==> src/rtl/core/fcf_pkg.sv <==
`default_nettype none

package fcf_pkg;

	localparam int DATA_W = 32;
	localparam int IDX_W  = 9;

	// item commands
	localparam logic CMD_LOAD   = 1'b0;
	localparam logic CMD_SAMPLE = 1'b1;

	typedef logic [DATA_W-1:0] word_t;

	// sequencer states
	typedef enum logic [1:0] {
		ST_RUN,
		ST_CLEAR,
		ST_REPLAY
	} state_t;

	// control broadcast to the head and every cell
	typedef struct packed {
		logic             step;
		logic             clr;
		logic             load;
		logic             emit;
		logic [IDX_W-1:0] idx;
	} ctrl_t;

endpackage

`default_nettype wire

==> src/rtl/core/fcf_head.sv <==
`default_nettype none

module fcf_head #(
	parameter int TAP_POS = 0
) (
	input  wire logic           clk,
	input  wire logic           arst_n,
	input  wire fcf_pkg::ctrl_t ctrl,
	input  wire fcf_pkg::word_t load_val,
	input  wire fcf_pkg::word_t x_in,
	input  wire fcf_pkg::word_t p_in,
	input  wire logic           rsp_stall,
	output logic                rsp_valid,
	output fcf_pkg::word_t      filtered
);

	fcf_pkg::word_t tap_q;
	fcf_pkg::word_t filtered_q;
	fcf_pkg::word_t sum;
	logic           valid_q;

	// newest-sample coefficient
	always_ff @(posedge clk) begin
		if (ctrl.load && (int'(ctrl.idx) == TAP_POS)) begin
			tap_q <= load_val;
		end
	end

	// final product plus the sum handed down the chain
	assign sum = (tap_q * x_in) + p_in;

	// output register
	always_ff @(posedge clk) begin
		if (ctrl.emit) begin
			filtered_q <= sum;
		end
	end

	always_ff @(posedge clk or negedge arst_n) begin
		if (!arst_n) begin
			valid_q <= 1'b0;
		end else if (ctrl.emit) begin
			valid_q <= 1'b1;
		end else if (!rsp_stall) begin
			valid_q <= 1'b0;
		end
	end

	assign rsp_valid = valid_q;
	assign filtered  = filtered_q;

endmodule

`default_nettype wire

==> config.mk <==
export PLATFORM = sky130hd
export DESIGN_NAME = fcf_head
export DESIGN_NICKNAME = d
export VERILOG_FILES = /design/src/rtl/core/fcf_pkg.sv /design/src/rtl/core/fcf_head.sv
export SDC_FILE = /design/constraint.sdc
export NUM_CORES = 1
export LEC_CHECK = 0
export ABC_AREA = 1
export BUFFER_PORTS_ARGS = -buffer_cell sky130_fd_sc_hd__buf_4
export CAP_MARGIN = 20
export CORE_MARGIN = 8
export CORE_UTILIZATION = 68
export CTS_CLUSTER_SIZE = 16
export DETAILED_ROUTE_END_ITERATION = 8
export PLACE_DENSITY = 0.86
export SLEW_MARGIN = 25
export SYNTH_ARGS = -nofsm -noshare
export SYNTH_HDL_FRONTEND = slang
export SYNTH_SLANG_ARGS = --single-unit
==> constraint.sdc <==
create_clock -name clk -period 13.8 [get_ports clk]
set_input_delay 2.76 -clock clk [delete_from_list [all_inputs] [get_ports clk]]
set_output_delay 2.76 -clock clk [all_outputs]
set_load 0.02 [all_outputs]
==> flow_summary_export.csv, run 1 <==
group,metric,value,unit
global_routing,grt_pass1_vias,18000,
routing,drtIter0Drc,1203,
synthesis,netlist_top_cells_area,"fa_1 44%, inv_1 17%, nand2_1 13%",
floorplan,die_w,188,microns
synthesis,synthArstFlopShare,1.54,%
layout,nFillCells,2066,
placement,dp_cells,2983,
routing,num_vias,15800,
layout,area_growth,7.31,%
routing,wl_per_cell,16.7,microns
worst_hold_path,hp-start,"rsp_valid",
synthesis,synth_edf_count,64,
sta,setup_tns,0,ps
setup_path,regToRegStartpoint,"tap_q[9]",
clock_tree,clkSinkCount,65,
global_routing,grt_max_degree,34,
clock_tree,clock_latency,350,ps
synthesis,yosysMostFrequentCell,"inv_1",
layout,antennaDiodeCount,0,
clock_tree,numCtsBuffers,9,
synthesis,synth_top_flop_cell,"edfxtp_1",
synthesis,netlist.area_leader.share,43.8,%
setup_path,worstSetupPathType,"input port to flip-flop",
synthesis,avgSynthCellArea,7.87,sq um
layout,multi_input_area,14200,sq um
run_status,status,"completed",
setup_path,endpoint_kind,"flip-flop",
floorplan,io_pins,145,
sta,max-slew-margin-rel,24.6,%
worst_hold_path,min_to,"rsp_valid",
synthesis,syn_inst,2545,
job,drv_cap,0,
setup_path,critPathMaxFanout,31,
synthesis,syn_nets,3219,
global_routing,grt_pass1_wl,83200,microns
setup_path,r2r_slack,6190,ps
routing,antenna_left,0,
floorplan,start_util,68.3,%
layout,final_cells,2999,
clock_tree,cts_tree,"done",
synthesis,ys_types,42,
sta,fmax,108,MHz
worst_hold_path,hold_class,"flip-flop to flip-flop",
clock_tree,cts.clk_slew.worst_paths,70,ps
setup_path,reg2reg_depth,25,
synthesis,yosys_warnings,0,
sta,min_period_over_period,67.4,%
worst_hold_path,whs_path_depth,1,
setup_path,cp_data_arrival_time,9400,ps
synthesis,synth_top_area_cell,"fa_1",
clock_tree,post_cts.repair.setup_buffers,0,
setup_path,start_kind,"input port",
layout,drive_gt1_share,7.44,%
sta,fin_skew,10.3,ps
clock_tree,htree_levels,3,
floorplan,coreArea,29300,sq um
placement,place.gp.congestion,0.934,
global_routing,grt_overflow,0,
setup_path,worstPathRequired,13900,ps
sta,finalHoldViolCount,0,
routing,drtPass1Iterations,6,
clock_tree,cts_buffer_depth,2,
layout,regArea,1950,sq um
routing,viasPerCell,5.28,
routing,drc,0,
placement,io_buffers,142,
sta,tightest_slew,1130,ps
sta,setup_violations,0,
synthesis,ys_seq_area_share,9.72,%
floorplan,die_h,188,microns
global_routing,grtUsageTotal,29.4,%
sta,holdWs,490,ps
setup_path,worstSetupStartpoint,"x_in[1]",
floorplan,placement_rows,63,
placement,hpwl,40600,microns
sta,grt_setup_unrepaired,"false",
sta,finalCriticalPeriod,9290,ps
floorplan,die-area,35200,sq um
routing,wirelength,50000,microns
clock_tree,cts-root-buf,"clkbuf_16",
clock_tree,hold_buffers,0,
synthesis,ys_seq_elements,65,
setup_path,r2r_end,"filtered[31]",
global_routing,antenna_found_initial,0,
sta,report.final.slew_viol_count,0,
synthesis,ys_top_cells_by_count,"917 x inv_1, 690 x nand2_1, 438 x fa_1, 124 x ha_1, 70 x clkbuf_1",
clock_tree,cts_resized,0,
synthesis,syn_area,20000,sq um
layout,final_nets,3278,
-- how the worst max path moves through the flow --
stage / cells past startpoint / slack, ps / to
finish: 26 / 4510 / filtered[31]
global route: 26 / 4230 / filtered[31]
CTS: 26 / 4610 / filtered[31]
detailed placement: 24 / 4270 / filtered[28]
global placement: 24 / 4410 / filtered[30]
floorplan: 27 / 4720 / filtered[30]
-- cell families after synthesis --
logic type | synth area share (%)
buf+inv | 19.5
simple gates | 15.6
fa+ha+maj | 51.5
flops | 9.72
compound gates | 1.84
xor+xnor | 1.82
-- metrics by stage --
stage / instance area, sq um / util (%) / worst slack [ps]
detailed placement: 21200 / 72.4 / 4270
finish: 21500 / 73.3 / 4510
floorplan: 20000 / - / 4720
global route: 21500 / 73.3 / 4230
global placement: 21200 / 72.4 / 4410
CTS: 21500 / 73.3 / 4610
-- registers in the layout, indices dropped and copies added, names as in the netlist --
name and cells:
rsp_valid 1, tap_q 32, filtered 32
-- routing by layer --
layer | vias up | global-route usage [%] | part of all wire [%]
li1 | 7076 | - | -
met1 | 7644 | 33.5 | 35
met2 | 908 | 50.6 | 49
met3 | 217 | 6.61 | 10
met4 | 0 | 16.7 | 6.1
met5 | - | 0 | 0
-- worst max-delay path, cell delays in order --
cell	delay (ps)
buf_4	340
nand2_1	90
inv_1	100
fa_1	450
fa_1	520
fa_1	500
inv_1	60
fa_1	540
inv_1	60
fa_1	500
inv_1	60
fa_1	530
inv_1	50
fa_1	480
inv_1	60
fa_1	480
inv_1	40
ha_1	350
a21oi_1	230
o21ai_0	180
a21boi_0	190
o21ai_0	90
nor2_1	450
inv_1	100
nand3_1	130
nand2_1	60
-- placed cells by master, fill, tap and decap left out, types with 3 or more instances in the layout --
master / instances
edfxtp_1: 64
inv_1: 917
nand3b_1: 4
nor2_1: 24
fa_1: 438
ha_1: 124
xor2_1: 21
a21o_1: 4
o21ai_0: 8
nor3_1: 7
inv_2: 4
o21bai_1: 4
nand3_1: 43
nand2_1: 690
buf_4: 152
nand4_1: 4
o21a_1: 3
a21oi_1: 30
xnor2_1: 17
nand3_2: 3
nand2_2: 9
clkbuf_16: 9
o21ai_1: 5
-- final cells by class --
class | count | share of cell area [%]
Inverter | 921 | 16.1
Sequential cell | 65 | 9.06
Clock buffer | 10 | 1.07
Clock inverter | 6 | 0.204
Tap cell | 390 | 2.27
Multi-Input combinational cell | 1455 | 66.0
Timing Repair Buffer | 152 | 5.31
Power of run 1 is left out: the tool's default activity adds up to more than one toggle a clock period on the data nets, which glitch-free logic cannot reach.
==> inputs of run 2 (changes only) <==
- ABC_AREA: 1 -> 0
- CORE_UTILIZATION: 68 -> 64
- PLACE_DENSITY: 0.86 -> 0.82
- clock period: 13.8 -> 8.8 ns (I/O delays scaled with it)
==> flow_summary_export.csv, run 2 <==
group,metric,value,unit
layout,final_common_cell,"inv_1",
floorplan,coreArea,28800,sq um
floorplan,io_pins,145,
routing,highest_layer,"met4",
routing,wl_met1,17600,microns
routing,drtPass1Iterations,7,
synthesis,netlist.area_leader.share,46.6,%
synthesis,synth_xor_xnor_area_share,4.10,%
layout,multi_input_area,14700,sq um
worst_hold_path,whs_path_depth,1,
run_status,status,"completed",
synthesis,yosys_warnings,0,
clock_tree,cts_tree,"done",
routing,dr_wl_met3,4660,microns
sta,report.final.slew_viol_count,0,
placement,place.gp.congestion,0.890,
sta,min_period_over_period,96.2,%
synthesis,yosysMostFrequentCell,"inv_1",
synthesis,ys_seq_area_share,10.4,%
layout,post-route-util,71.5,%
sta,holdWs,492,ps
routing,drtIter0Drc,1070,
floorplan,die_h,187,microns
synthesis,netlist_top_cells_area,"fa_1 47%, and2_1 12%, edfxtp_1 10%",
global_routing,grt_pass1_vias,15300,
routing,antenna_left,0,
layout,mostFrequentLayoutCells,"482 x inv_1, 438 x fa_1, 367 x and2_1, 173 x buf_4, 171 x nand2_1",
placement,place_area,20300,sq um
placement,hpwl,38900,microns
clock_tree,cts_buffer_depth,2,
sta,max-slew-margin-rel,32.7,%
synthesis,avgSynthCellArea,9.79,sq um
routing,num_vias,13300,
global_routing,grt_overflow,0,
synthesis,yosys.area_share.simple,16.6,%
sta,setup_violations,0,
routing,wirelength,47800,microns
setup_path,endpoint_kind,"flip-flop",
job,drv_cap,0,
layout,drive_gt1_share,10.0,%
setup_path,r2r_slack,1010,ps
synthesis,synth_edf_count,64,
global_routing,grt_max_degree,34,
layout,fin_area,20600,sq um
synthesis,syn_nets,2594,
setup_path,worstPathRequired,8910,ps
floorplan,start_util,65.3,%
sta,finalCriticalPeriod,8470,ps
floorplan,die-area,35100,sq um
sta,grt_setup_unrepaired,"false",
synthesis,ys_types,46,
clock_tree,cts-root-buf,"clkbuf_16",
clock_tree,hold_buffers,0,
routing,viasPerCell,5.53,
placement,io_buffers,142,
worst_hold_path,min_to,"rsp_valid",
synthesis,synth_top_family_by_area,"adder cells",
layout,area_growth,9.50,%
clock_tree,cts_resized,0,
clock_tree,numCtsBuffers,9,
synthesis,syn_area,18800,sq um
synthesis,ys_seq_elements,65,
synthesis,muxShareOfSynthArea,0,%
setup_path,regToRegStartpoint,"tap_q[13]",
layout,regArea,1950,sq um
layout,antennaDiodeCount,0,
sta,finalHoldViolCount,0,
setup_path,start_kind,"input port",
global_routing,grtUsageTotal,28.5,%
clock_tree,htree_levels,3,
global_routing,antenna_found_initial,0,
clock_tree,cts.clk_slew.worst_paths,60,ps
synthesis,synthArstFlopShare,1.54,%
floorplan,die_w,187,microns
clock_tree,clock_latency,360,ps
global_routing,grt_pass1_wl,78400,microns
setup_path,worstSetupStartpoint,"x_in[2]",
setup_path,reg2reg_depth,24,
setup_path,r2r_end,"filtered[30]",
sta,fin_skew,10.2,ps
setup_path,critPathMaxFanout,11,
layout,final_cells,2412,
synthesis,synth_top_flop_cell,"edfxtp_1",
placement,dp_cells,2395,
sta,fmax,118,MHz
clock_tree,post_cts.repair.setup_buffers,0,
clock_tree,clkSinkCount,65,
sta,tightest_slew,1010,ps
synthesis,synthAdderAreaFrac,54.9,%
synthesis,synth_compound_area_share,2.76,%
synthesis,ys_top_cells_by_count,"482 x inv_1, 438 x fa_1, 367 x and2_1, 171 x nand2_1, 124 x ha_1",
synthesis,syn_inst,1920,
worst_hold_path,hp-start,"rsp_valid",
layout,nFillCells,2043,
setup_path,worstSetupPathType,"input port to flip-flop",
routing,wl_per_cell,19.8,microns
routing,wl_met2,23300,microns
floorplan,placement_rows,62,
routing,drc,0,
synthesis,synth_top_area_cell,"fa_1",
setup_path,cp_data_arrival_time,8580,ps
worst_hold_path,hold_class,"flip-flop to flip-flop",
layout,final_nets,2697,
==> run 2: changes by cell type after synthesis, sizes merged, moves of 4 or more <==
cell and change:
nor2 -13, and2 +367, nor3 -4, clkbuf +11, nand3 -45, a21oi -15
a211oi +4, xnor2 +51, a21o +14, inv -439, o21ai -5, nand2 -528
nand3b -4, buf -33
==> run 2: cell families (layout without fill, tap and decap cells) <==
group | count (synthesis) | in the layout
compound gates | 70 | 70
xor+xnor | 88 | 88
fa+ha+maj | 562 | 562
buf+inv | 564 | 672
flops | 65 | 65
simple gates | 571 | 571
==> run 2: final cells by class <==
type,instances,share of cell area (%)
multi-input combinational,1291,71.6
sequential,65,9.46
inverter,482,8.79
timing repair buffer,174,6.38
tap,384,2.33
clock buffer,12,1.20
clock inverter,4,0.261
==> run 2: layer usage <==
metal | GRT usage, % | vias up
met2 | 46.7 | 683
met3 | 6.66 | 145
li1 | - | 5726
met5 | 0 | -
met1 | 35.6 | 6785
met4 | 13.5 | 0
==> run 2: critical path, stage by stage <==
cell	delay (ps)
buf_4	160
and2_1	170
fa_1	530
inv_1	50
fa_1	480
inv_1	50
fa_1	470
inv_1	80
fa_1	550
inv_1	60
fa_1	480
fa_1	510
fa_1	550
inv_1	60
fa_1	490
inv_1	50
ha_1	280
nand4_1	210
nor4_2	390
o2111a_1	340
a211oi_2	110
o41ai_1	440
a21oi_1	150
xnor2_1	150
==> run 2: metrics by stage <==
step                setup slack, ps  TNS (ps)
CTS                             379         0
global route                    105         0
floorplan                       442         0
detailed placement            -18.5     -18.5
finish                          330         0
global placement               67.1         0
==> run 2: worst max-delay path by stage <==
stage                     slack [ps]            to  cells after the start
after floorplan                  440  filtered[30]                     26
after global placement            70  filtered[30]                     25
after detailed placement         -20  filtered[30]                     25
after CTS                        380  filtered[30]                     24
after global routing             110  filtered[30]                     25
final                            330  filtered[30]                     24
Power of run 2 is left out for the same reason.
