[config.mk]
export PLATFORM = sky130hd
export DESIGN_NAME = fcf_cell
export DESIGN_NICKNAME = d
export VERILOG_FILES = /design/src/rtl/core/fcf_pkg.sv /design/src/rtl/core/fcf_cell.sv
export SDC_FILE = /design/constraint.sdc
export NUM_CORES = 1
export LEC_CHECK = 0
export ABC_AREA = 1
export BUFFER_PORTS_ARGS = -buffer_cell sky130_fd_sc_hd__clkbuf_2
export CORE_MARGIN = 3
export CORE_UTILIZATION = 63
export CTS_CLUSTER_DIAMETER = 40
export CTS_CLUSTER_SIZE = 25
export DETAILED_ROUTE_END_ITERATION = 12
export GPL_TIMING_DRIVEN = 0
export HOLD_SLACK_MARGIN = 0.08
export PLACE_DENSITY_LB_ADDON = 0.12
export SETUP_SLACK_MARGIN = 0.05
export SLEW_MARGIN = 20
export SYNTH_ARGS = -nofsm -noshare
export SYNTH_HDL_FRONTEND = slang
export SYNTH_SLANG_ARGS = --single-unit
[constraint.sdc]
create_clock -name clk -period 9.38 [get_ports clk]
set_input_delay 1.876 -clock clk [delete_from_list [all_inputs] [get_ports clk]]
set_output_delay 1.876 -clock clk [all_outputs]
set_load 0.03 [all_outputs]
[src/rtl/core/fcf_pkg.sv]
`default_nettype none

package fcf_pkg;

	localparam int DATA_W = 32;
	localparam int IDX_W  = 9;

	// item commands
	localparam logic CMD_LOAD   = 1'b0;
	localparam logic CMD_SAMPLE = 1'b1;

	typedef logic [DATA_W-1:0] word_t;

	// sequencer states
	typedef enum logic [1:0] {
		ST_RUN,
		ST_CLEAR,
		ST_REPLAY
	} state_t;

	// control broadcast to the head and every cell
	typedef struct packed {
		logic             step;
		logic             clr;
		logic             load;
		logic             emit;
		logic [IDX_W-1:0] idx;
	} ctrl_t;

endpackage

`default_nettype wire

[src/rtl/core/fcf_cell.sv]
`default_nettype none

module fcf_cell #(
	parameter int TAP_POS = 0
) (
	input  wire logic          clk,
	input  wire logic          arst_n,
	input  wire fcf_pkg::ctrl_t ctrl,
	input  wire fcf_pkg::word_t load_val,
	input  wire fcf_pkg::word_t x_in,
	input  wire fcf_pkg::word_t win_in,
	input  wire fcf_pkg::word_t p_in,
	output fcf_pkg::word_t      win_out,
	output fcf_pkg::word_t      p_out
);

	fcf_pkg::word_t tap_q;
	fcf_pkg::word_t win_q;
	fcf_pkg::word_t p_q;
	fcf_pkg::word_t prod;
	logic           hit;

	// coefficient held by this cell
	assign hit = ctrl.load && (int'(ctrl.idx) == TAP_POS);

	always_ff @(posedge clk) begin
		if (hit) begin
			tap_q <= load_val;
		end
	end

	// wrapping product of the broadcast sample and this tap
	assign prod = tap_q * x_in;

	// delay line entry and transposed partial sum
	always_ff @(posedge clk or negedge arst_n) begin
		if (!arst_n) begin
			win_q <= '0;
			p_q   <= '0;
		end else begin
			if (ctrl.step) begin
				win_q <= win_in;
			end
			if (ctrl.clr) begin
				p_q <= '0;
			end else if (ctrl.step) begin
				p_q <= prod + p_in;
			end
		end
	end

	assign win_out = win_q;
	assign p_out   = p_q;

endmodule

`default_nettype wire

==> results of run 1 <==
## stage by stage
| stage | instances | hold slack [ns] | setup WS (ns) | setup TNS (ns) |
|---|---|---|---|---|
| CTS | 3363 | 0.4759 | 0.1333 | 0 |
| detailed placement | 3347 | 0.4577 | -0.3463 | -1.018 |
| global placement | 3341 | 0.4546 | -0.1980 | -0.6447 |
| floorplan | 2707 | 0.6487 | 1.285 | 0 |
| finish | 3362 | 0.4720 | 0.3084 | 0 |
| global route | 3362 | 0.4950 | 0.1150 | 0 |
## cell usage after synthesis (2+ instances only)
library cell  number
a21o_1             3
a21oi_1           33
a22o_1             4
a31oi_1            3
a32o_1             4
buf_1              9
buf_2             11
buf_4              7
buf_6              5
clkbuf_1          83
dfrtp_1           64
edfxtp_1          32
fa_1             438
ha_1             124
inv_1            875
inv_2              3
nand2_1          820
nand2_2            7
nand3_1           45
nand3b_1           6
nand4_1            7
nor2_1            35
nor3_1             4
o21ai_0           29
o21ai_1            4
o21ai_2            2
or2_1              7
or2_2              3
xnor2_1           15
xor2_1            14
## worst max path at each step
| stage | startpoint | end | slack, ns | depth (start not counted) |
|---|---|---|---|---|
| after floorplan | x_in[0] | p_out[25] | 1.28 | 29 |
| after global placement | x_in[3] | p_out[31] | -0.20 | 28 |
| after detailed placement | x_in[3] | p_out[31] | -0.35 | 28 |
| after CTS | x_in[2] | p_out[31] | 0.13 | 28 |
| after global routing | x_in[0] | p_out[29] | 0.11 | 30 |
| final | x_in[12] | p_out[31] | 0.31 | 28 |
## cell families after synthesis
logic type | count (synthesis)
xor gates and xnor gates | 30
DFF | 96
adders and majority gates | 562
buffers and inverters | 994
AOI/OAI and AO/OA | 88
and+or+nand+nor | 937
## registers in the layout, indices dropped and copies added, names as in the netlist
signal	flops
p_out	32
tap_q	32
win_out	32
## layer usage
layer	wire (µm)	up-vias	global-route usage
met5	14	-	0
met4	3929	2	0.1774
met3	7152	226	0.09461
met2	29200	978	0.5983
met1	24050	8438	0.4771
li1	-	7917	-
## final cells by class
| class | count | area (µm²) | share of cell area |
|---|---|---|---|
| Buffer | 114 | 511.7 | 0.02223 |
| Clock buffer | 9 | 225.2 | 0.009782 |
| Multi-Input combinational cell | 1617 | 14780 | 0.6421 |
| Timing Repair Buffer | 198 | 1008 | 0.04380 |
| Inverter | 879 | 3299 | 0.1433 |
| Sequential cell | 96 | 2562 | 0.1113 |
| Clock inverter | 7 | 78.83 | 0.003424 |
| Tap cell | 442 | 553.0 | 0.02402 |
## worst max-delay path, cell delays in order
cell and delay (ns):
clkbuf_2 0.10, clkbuf_1 0.54, clkbuf_2 0.42, nand2_1 0.13, fa_1 0.53, inv_1 0.05, fa_1 0.51, fa_1 0.63
inv_1 0.08, fa_1 0.48, fa_1 0.54, fa_1 0.50, inv_1 0.05, fa_1 0.54, inv_1 0.07, fa_1 0.49
inv_1 0.10, ha_1 0.33, inv_1 0.13, nor2_1 0.06, nor2_1 0.10, nor2_1 0.05, a2111oi_0 0.42, nand2_1 0.26
nand3_1 0.16, nand2_1 0.07, nand2_1 0.06, nand2_1 0.05
## repair_timing
item / CTS / global route
setup endpoints to repair: 1 / 4
gates cloned: 0 / 0
pin swaps: 0 / 0
gates resized for setup: 1 / 6
==> results by group, run 1 <==
Outcome
  • Status: complete, no violations

Yosys
  • Adder and majority gate portion of the synthesized area: 0.4880
  • Post-synthesis mux area share: 0
  • Largest family of logic cells by synthesized area: adder cells
  • Syn Inst Count: 2707
  • Xor/xnor share of the synthesized area: 0.01278
  • Yosys top cell by area: fa_1
  • Synth Area in Simple Gates: 0.1738
  • Mapped Area: 0.02115 mm²
  • Post-synth EDFFs: 32
  • Cells taking the most area after synthesis: fa_1 41%, inv_1 16%, nand2_1 15%
  • Register bit total from synthesis: 96
  • Syn_area_per_cell: 7.813 µm²
  • Register area share after synthesis: 0.1212
  • Synth Net Count: 3412
  • Synth cell types: 41
  • Ys flop type: dfrtp_1
  • YS warnings: 0
  • Synth Area in Compound Gates: 0.02420
  • Async SR Flop Fraction: 0.6667
  • Top-area cell type share of the netlist area: 0.4146

CTS
  • CTS H-tree lvls: 3
  • CTS tree: done
  • Root Driver: clkbuf_16
  • Clock Sinks: 96
  • Clock Path Buffers: 2
  • Post-CTS setup buffers: 0
  • Clock latency on the worst-skew pair: 0.38 ns
  • Clock Pin Slew Worst Setup and Hold Paths: 0.09 ns
  • Total CTS buffers: 9
  • CTS Hold Bufs: 0

STA
  • Tcrit/Tclk final: 0.9671
  • Slew at the pin closest to its max-slew limit: 1.214 ns
  • Setup Viol. Count Final: 0
  • Final Skew: 0.02332 ns
  • Slew HR: 0.1905
  • RSZ-0062 raised after global routing: false
  • Max Fclk: 0.1102 GHz
  • Period minus WS final: 9.072 ns
  • Final Hold Viols: 0
  • Final Max Slew Viols: 0

Drt
  • Final Routed Wirelength: 64350 µm
  • Residual DRC: 0
  • Initial DRT Pass Iterations: 6
  • DR WL/cell: 19.14 µm
  • Post-DRT Antenna Nets: 0
  • Initial DRC count: 1367
  • Avg Vias per Cell: 5.223
  • Vias: 17561

Global routing
  • Pin count of the biggest net entering global routing: 44
  • Initial antenna violation count: 1
  • Vias in the first global route: 18454
  • Gr usage total: 0.3722
  • First-pass GRT wire length: 100200 µm
  • Grt total ovfl: 0

Floorplanning
  • FP Rows: 66
  • Initial core utilization: 0.6451
  • Chip Height: 189.2 µm
  • IO Pins: 207
  • Die footprint: 0.03580 mm²
  • Core area: 0.03278 mm²
  • Die W: 189.2 µm

Finish
  • Final nets: 3620
  • Area delta synth->final: 8.862%
  • Post-layout util: 0.7023
  • Commonest non-fill, non-tap cell in the layout: inv_1
  • Fillcell total: 2827
  • Diodes inserted: 0
  • Design area: 0.02302 mm²
  • Ratio of cells with drive above 1 in the final layout: 0.08904
  • Most frequent cells in the layout: 875 x inv_1, 820 x nand2_1, 438 x fa_1, 195 x clkbuf_2, 124 x ha_1

Worst setup path
  • Arrival @ worst endpoint: 9.35 ns
  • CP Capture Type: flip-flop
  • Worst Path Class, Setup: in -> reg
  • Worst Reg-to-Reg Cells: 29
  • Worst Setup Start Kind: input port
  • Worst r2r src: tap_q[3]
  • Worst-path fanout max: 10
  • Worst R2R End: p_out[31]
  • Reg2reg setup slack: 1.00 ns
  • Required @ worst endpoint: 9.66 ns

Worst hold path
  • Hold path startpoint: win_out[11]
  • Hold WC Path Type: reg -> reg
  • Hold endpoint: win_out[11]
  • Cell depth of the worst hold path: 2

Job
  • Max-cap violations: 0

Place
  • DP Area: 0.02272 mm²
  • GPL Wtd Cong: 0.9550
  • Port bufs: 192
  • Final HPWL DP: 53570 µm
Power of run 1 is left out: the tool's default activity adds up to more than one toggle a clock period on the data nets, which glitch-free logic cannot reach.
==> run 2, diff against run 1 <==
- BUFFER_PORTS_ARGS: -buffer_cell sky130_fd_sc_hd__clkbuf_2 -> unset
- CORE_UTILIZATION: 63 -> 65
- DONT_BUFFER_PORTS: unset -> 1
==> run 2 against run 1 <==
Register-to-register slack about the same. Global-route usage increased by 0.073 points. Clock skew about the same. Die area decreased by 3.0%. Clock-buffer cell count unchanged. Utilization decreased by 0.93 points. First-iteration DRC count increased by 7.8%. Maximum frequency increased by 0.64%. Non-clock buffer count decreased by 192. Setup slack improved by 0.057 ns. Critical endpoint is now p_out[29].
==> results by group, run 2 (same netlist as run 1, synthesis figures left out) <==
STA
  • Period minus WS final: 9.014 ns (-0.05732 ns)
  • RSZ-0062 raised after global routing: false
  • Tcrit/Tclk final: 0.9610 (-0.006111)
  • Final Skew: 0.02381 ns (+0.0004849 ns)
  • Max Fclk: 0.1109 GHz (+0.64%)
  • Final Hold Viols: 0 (unchanged)
  • Setup Viol. Count Final: 0 (unchanged)
  • Slew HR: 0.2265 (+0.03603)
  • Slew at the pin closest to its max-slew limit: 1.160 ns (-0.05405 ns)
  • Final Max Slew Viols: 0 (unchanged)
  • Setup TNS: 0 ns (unchanged)

Drt
  • DR WL/cell: 19.85 µm (+3.7%)
  • Initial DRT Pass Iterations: 5 (-1)
  • Final Routed Wirelength: 62780 µm (-2.4%)
  • Post-DRT Antenna Nets: 0 (unchanged)
  • M1 WL: 23380 µm (-2.8%)
  • Top sig layer: met5
  • Vias: 16915 (-3.7%)
  • Routed met3 length: 7229 µm (+1.1%)
  • Residual DRC: 0 (unchanged)
  • Wire length on met2: 29030 µm (-0.58%)
  • Initial DRC count: 1473 (+7.8%)
  • Avg Vias per Cell: 5.348 (+2.4%)

Global routing
  • Grt total ovfl: 0 (unchanged)
  • Initial antenna violation count: 1 (unchanged)
  • Pin count of the biggest net entering global routing: 65 (+48%)
  • First-pass GRT wire length: 98420 µm (-1.8%)
  • Vias in the first global route: 18030 (-2.3%)
  • Gr usage total: 0.3730 (+0.0007314)

CTS
  • CTS Hold Bufs: 0 (unchanged)
  • Root Driver: clkbuf_16
  • CTS tree: done
  • Clock latency on the worst-skew pair: 0.40 ns (+0.02 ns)
  • Clock Sinks: 96 (unchanged)
  • Clock Pin Slew Worst Setup and Hold Paths: 0.08 ns (about the same)
  • CTS H-tree lvls: 3 (unchanged)
  • Clock Path Buffers: 2 (unchanged)
  • Total CTS buffers: 9 (unchanged)

Floorplanning
  • Die W: 186.4 µm (-1.5%)
  • Initial core utilization: 0.6651 (+0.01998)
  • Die footprint: 0.03474 mm² (-3.0%)
  • IO Pins: 207 (unchanged)
  • Chip Height: 186.4 µm (-1.5%)
  • FP Rows: 65 (-1.5%)
  • Core area: 0.03180 mm² (-3.0%)

Place
  • GPL Wtd Cong: 0.9806 (+2.7%)
  • Final HPWL DP: 52890 µm (-1.3%)
  • Port bufs: 0 (-100%)

Finish
  • Most frequent cells in the layout: 875 x inv_1, 820 x nand2_1, 438 x fa_1, 124 x ha_1, 80 x clkbuf_1
  • Diodes inserted: 0 (unchanged)
  • Area delta synth->final: 4.201%
  • Commonest non-fill, non-tap cell in the layout: inv_1
  • Final nets: 3428 (-5.3%)
  • Ratio of cells with drive above 1 in the final layout: 0.02456 (-0.06448)

Worst hold path
  • Hold path startpoint: win_out[16]
  • Hold WC Path Type: reg -> reg
  • Hold endpoint: win_out[16]
  • Cell depth of the worst hold path: 2 (unchanged)

Worst setup path
  • Worst-path fanout max: 10 (unchanged)
  • Worst R2R End: p_out[29]
  • Required @ worst endpoint: 9.64 ns (-0.02 ns)
  • Reg2reg setup slack: 0.99 ns (about the same)
  • Worst r2r src: tap_q[3]
  • CP Capture Type: flip-flop
  • Worst Path Class, Setup: in -> reg
  • Worst Setup Start Kind: input port
  • Arrival @ worst endpoint: 9.27 ns (-0.08 ns)
  • Worst Reg-to-Reg Cells: 30 (+3.4%)

Outcome
  • Status: complete, no violations

Job
  • Max-cap violations: 0 (unchanged)
==> run 2: how the worst max path moves through the flow <==
stage | endpoint | depth (start not counted) | start
CTS | p_out[31] | 27 | x_in[3]
floorplan | p_out[25] | 29 | x_in[0]
global route | p_out[29] | 30 | x_in[0]
detailed placement | p_out[31] | 27 | x_in[3]
finish | p_out[29] | 26 | x_in[4]
global placement | p_out[25] | 25 | x_in[3]
==> run 2: per-layer routing <==
layer	track usage	up-vias
met4	0.1535	2
met1	0.4698	8271
li1	-	7537
met2	0.6078	934
met3	0.1129	171
met5	0	-
==> run 2: layout make-up <==
class                      instances  area [µm²]
inverter                         879        3299
clock inverter                     7       81.33
fill                            2725        9762
clock buffer                       9       225.2
buffer                           115       515.5
multi-input combinational       1617       14780
timing repair buffer               5       25.02
sequential                        96        2562
tap                              435       544.3
==> run 2: what timing repair did <==
item,CTS,global route
setup endpoints to repair,0,4
resized for setup,0,6
buffers inserted,0,0
==> run 2: through the flow <==
stage | hold slack [ns] | util | std cells | instance area [µm²] | setup slack [ns]
after floorplan | 0.6487 | - | 2707 | 21150 | 1.285
after global routing | 0.7096 | 0.6930 | 3163 | 22040 | 0.07738
final | 0.6845 | 0.6930 | 3163 | 22040 | 0.3657
after detailed placement | 0.6785 | 0.6832 | 3147 | 21720 | -0.1297
after global placement | 0.6735 | 0.6822 | 3142 | 21690 | -0.08644
after CTS | 0.6882 | 0.6928 | 3163 | 22030 | 0.2463
==> run 2: critical path, cell delays in order <==
cell and delay (ns):
buf_2 0.29, buf_1 0.61, nand2_1 0.13, inv_1 0.10
fa_1 0.47, fa_1 0.48, fa_1 0.56, inv_1 0.08
fa_1 0.53, inv_1 0.05, fa_1 0.48, fa_1 0.46
fa_1 0.51, inv_1 0.08, fa_1 0.56, inv_1 0.07
ha_1 0.35, a21oi_1 0.21, o21ai_0 0.11, a21oi_1 0.28
nand3_1 0.22, nand2_1 0.10, nand2_1 0.11, a21oi_1 0.20
xor2_1 0.24, o21ai_1 0.09
Power of run 2 is left out for the same reason.
==> run 3, diff against run 2 <==
- ABC_AREA: 1 -> unset
- PLACE_DENSITY_LB_ADDON: 0.12 -> 0.2
==> run 3 against run 2 <==
Via count shrank 15%. Register-to-register slack lost 0.36 ns. Wire length shrank 9.6%. Clock skew shrank 0.0089 ns. Synthesized cell count shrank 23%. Sequential cell count is the same. Final cell count shrank 22%. Global-route usage shrank 1.6 points. Largest cell class unchanged.
==> results by group, run 3 <==
Worst hold path
  • Hold WC Path Type: reg -> reg
  • Cell depth of the worst hold path: 2 (unchanged)

Place
  • Placed Cells: 2464 (-22%)
  • Setup Slack @ Placement: -0.2675 ns (-0.1378 ns)
  • Final HPWL DP: 47540 µm (-10%)
  • Port bufs: 0 (unchanged)
  • GPL Wtd Cong: 0.9884 (+0.80%)

Drt
  • DR WL/cell: 22.87 µm (+15%)
  • Final Routed Wirelength: 56770 µm (-9.6%)
  • Post-DRT Antenna Nets: 0 (unchanged)
  • Avg Vias per Cell: 5.794 (+8.3%)
  • Initial DRT Pass Iterations: 6 (+1)
  • Residual DRC: 0 (unchanged)
  • Vias: 14380 (-15%)
  • Initial DRC count: 1213 (-18%)

Global routing
  • Grt total ovfl: 0 (unchanged)
  • First-pass GRT wire length: 88470 µm (-10%)
  • Pin count of the biggest net entering global routing: 65 (unchanged)
  • Vias in the first global route: 15785 (-12%)
  • Gr usage total: 0.3567 (-0.01624)
  • Initial antenna violation count: 3 (+2)

Yosys
  • Syn Inst Count: 2073 (-23%)
  • Register area share after synthesis: 0.1272 (+0.006051)
  • Synth Net Count: 2778 (-19%)
  • Ys flop type: dfrtp_1
  • Yosys top cell by area: fa_1
  • Mapped Area: 0.02014 mm² (-4.8%)
  • Cells taking the most area after synthesis: fa_1 44%, and2_1 9.8%, inv_1 9.3%
  • Post-synth EDFFs: 32 (unchanged)
  • Register bit total from synthesis: 96 (unchanged)
  • Synth cell types: 52 (+27%)
  • Commonest cells post-synth: 500 x inv_1, 438 x fa_1, 317 x and2_1, 220 x nand2_1, 124 x ha_1
  • Count leader, synth: inv_1
  • Syn_area_per_cell: 9.717 µm² (+24%)
  • Top-area cell type share of the netlist area: 0.4353 (+0.02071)
  • Async SR Flop Fraction: 0.6667 (unchanged)
  • YS warnings: 0 (unchanged)

CTS
  • Clock Path Buffers: 2 (unchanged)
  • Clock Sinks: 96 (unchanged)
  • Clock Pin Slew Worst Setup and Hold Paths: 0.08 ns (about the same)
  • Clock latency on the worst-skew pair: 0.38 ns (-0.02 ns)
  • Total CTS buffers: 9 (unchanged)
  • Post-CTS setup buffers: 0 (unchanged)
  • CTS H-tree lvls: 3 (unchanged)
  • Root Driver: clkbuf_16
  • CTS tree: done

STA
  • Final hold slack: 0.7317 ns (+0.04714 ns)
  • RSZ-0062 raised after global routing: false
  • Setup Viol. Count Final: 0 (unchanged)
  • Slew at the pin closest to its max-slew limit: 1.040 ns (-0.1198 ns)
  • Tcrit/Tclk final: 0.9660 (+0.004944)
  • Period minus WS final: 9.061 ns (+0.04637 ns)
  • Final Hold Viols: 0 (unchanged)
  • Slew HR: 0.3064 (+0.07987)
  • Final Max Slew Viols: 0 (unchanged)
  • Setup ws final: 0.3193 ns (-0.04637 ns)
  • Final Skew: 0.01490 ns (-0.008910 ns)
  • Max Fclk: 0.1104 GHz (-0.51%)

Finish
  • Most frequent cells in the layout: 500 x inv_1, 438 x fa_1, 317 x and2_1, 220 x nand2_1, 124 x ha_1
  • Area delta synth->final: 4.199% (about the same)
  • Post-layout util: 0.6970 (+0.004025)
  • Fillcell total: 2386 (-12%)
  • Commonest non-fill, non-tap cell in the layout: inv_1
  • Ratio of cells with drive above 1 in the final layout: 0.03684 (+0.01228)
  • Final nets: 2790 (-19%)
  • Fin cells: 2482 (-22%)

Floorplanning
  • IO Pins: 207 (unchanged)
  • Die footprint: 0.03314 mm² (-4.6%)
  • Core area: 0.03011 mm² (-5.3%)
  • Chip Height: 182.0 µm (-2.3%)
  • FP Rows: 63 (-3.1%)
  • Die W: 182.0 µm (-2.3%)
  • Initial core utilization: 0.6690 (+0.003872)

Worst setup path
  • CP top delay family: adder cells
  • Worst Setup Start Kind: input port
  • Required @ worst endpoint: 9.66 ns (+0.02 ns)
  • Worst Reg-to-Reg Cells: 27 (-10%)
  • Reg2reg setup slack: 0.63 ns (-0.36 ns)
  • Arrival @ worst endpoint: 9.34 ns (+0.07 ns)
  • Worst path slowest cell: fa_1
  • Worst Path Class, Setup: in -> reg
  • Worst path buffer plus inverter count: 8 (+1)
  • Worst-path fanout max: 10 (unchanged)
  • CP Depth: 27 (+3.8%)
  • Worst path max stage delay: 0.56 ns (-0.05 ns)
  • CP Capture Type: flip-flop
  • Critical Path Most Common Cell: fa_1

Job
  • Max-cap violations: 0 (unchanged)

Outcome
  • Status: complete, no violations
[run 3: area by class of cell]
class / count / area, µm² / area share
antenna: 2 / 5.005 / 0.0002384
buffer: 98 / 407.9 / 0.01943
clock buffer: 9 / 225.2 / 0.01073
clock inverter: 7 / 83.83 / 0.003994
inverter: 500 / 1877 / 0.08942
multi-input combinational: 1379 / 15310 / 0.7295
sequential: 96 / 2562 / 0.1221
tap: 390 / 488.0 / 0.02325
timing repair buffer: 1 / 27.53 / 0.001311
[run 3: logic make-up after synthesis]
family          count (synthesis)  synth area share
flops                          96            0.1272
xor+xnor                       86           0.03739
compound gates                 69           0.02398
buf+inv                       598            0.1127
fa+ha+maj                     562            0.5123
simple gates                  604            0.1556
mux                            58           0.03081
[run 3: repair_timing]
item,4_1_cts,5_1_grt
resized for setup,0,24
hold buffers,0,0
endpoints found under the setup margin,0,4
[run 3: path summary, 6_finish.rpt]
path                           start          to
max                          x_in[3]   p_out[31]
min                         p_out[7]    p_out[7]
max reg2reg                tap_q[13]   p_out[31]
min reg2reg                 p_out[7]    p_out[7]
max in group asynchronous     arst_n   p_out[13]
min in group asynchronous     arst_n  win_out[7]
[run 3: stage by stage]
stage / setup TNS, ns / area, µm²
after floorplan: 0 / 20140
after global placement: -0.3145 / 20630
after detailed placement: -0.5776 / 20660
after CTS: 0 / 20970
after global routing: 0 / 20990
final: 0 / 20990
[run 3: worst min-delay path: stages, from the launching register on]
cell	delay [ns]
dfrtp_1	0.51
nand2b_1	0.13
a21oi_1	0.06
[run 3: layer usage]
metal | vias to the layer above | track usage | part of all wire
li1 | 6022 | - | -
met1 | 7278 | 0.4690 | 0.37
met2 | 893 | 0.5513 | 0.46
met3 | 185 | 0.09976 | 0.12
met4 | 2 | 0.1743 | 0.059
met5 | - | 0 | 0.00021
Power of run 3 is left out for the same reason.
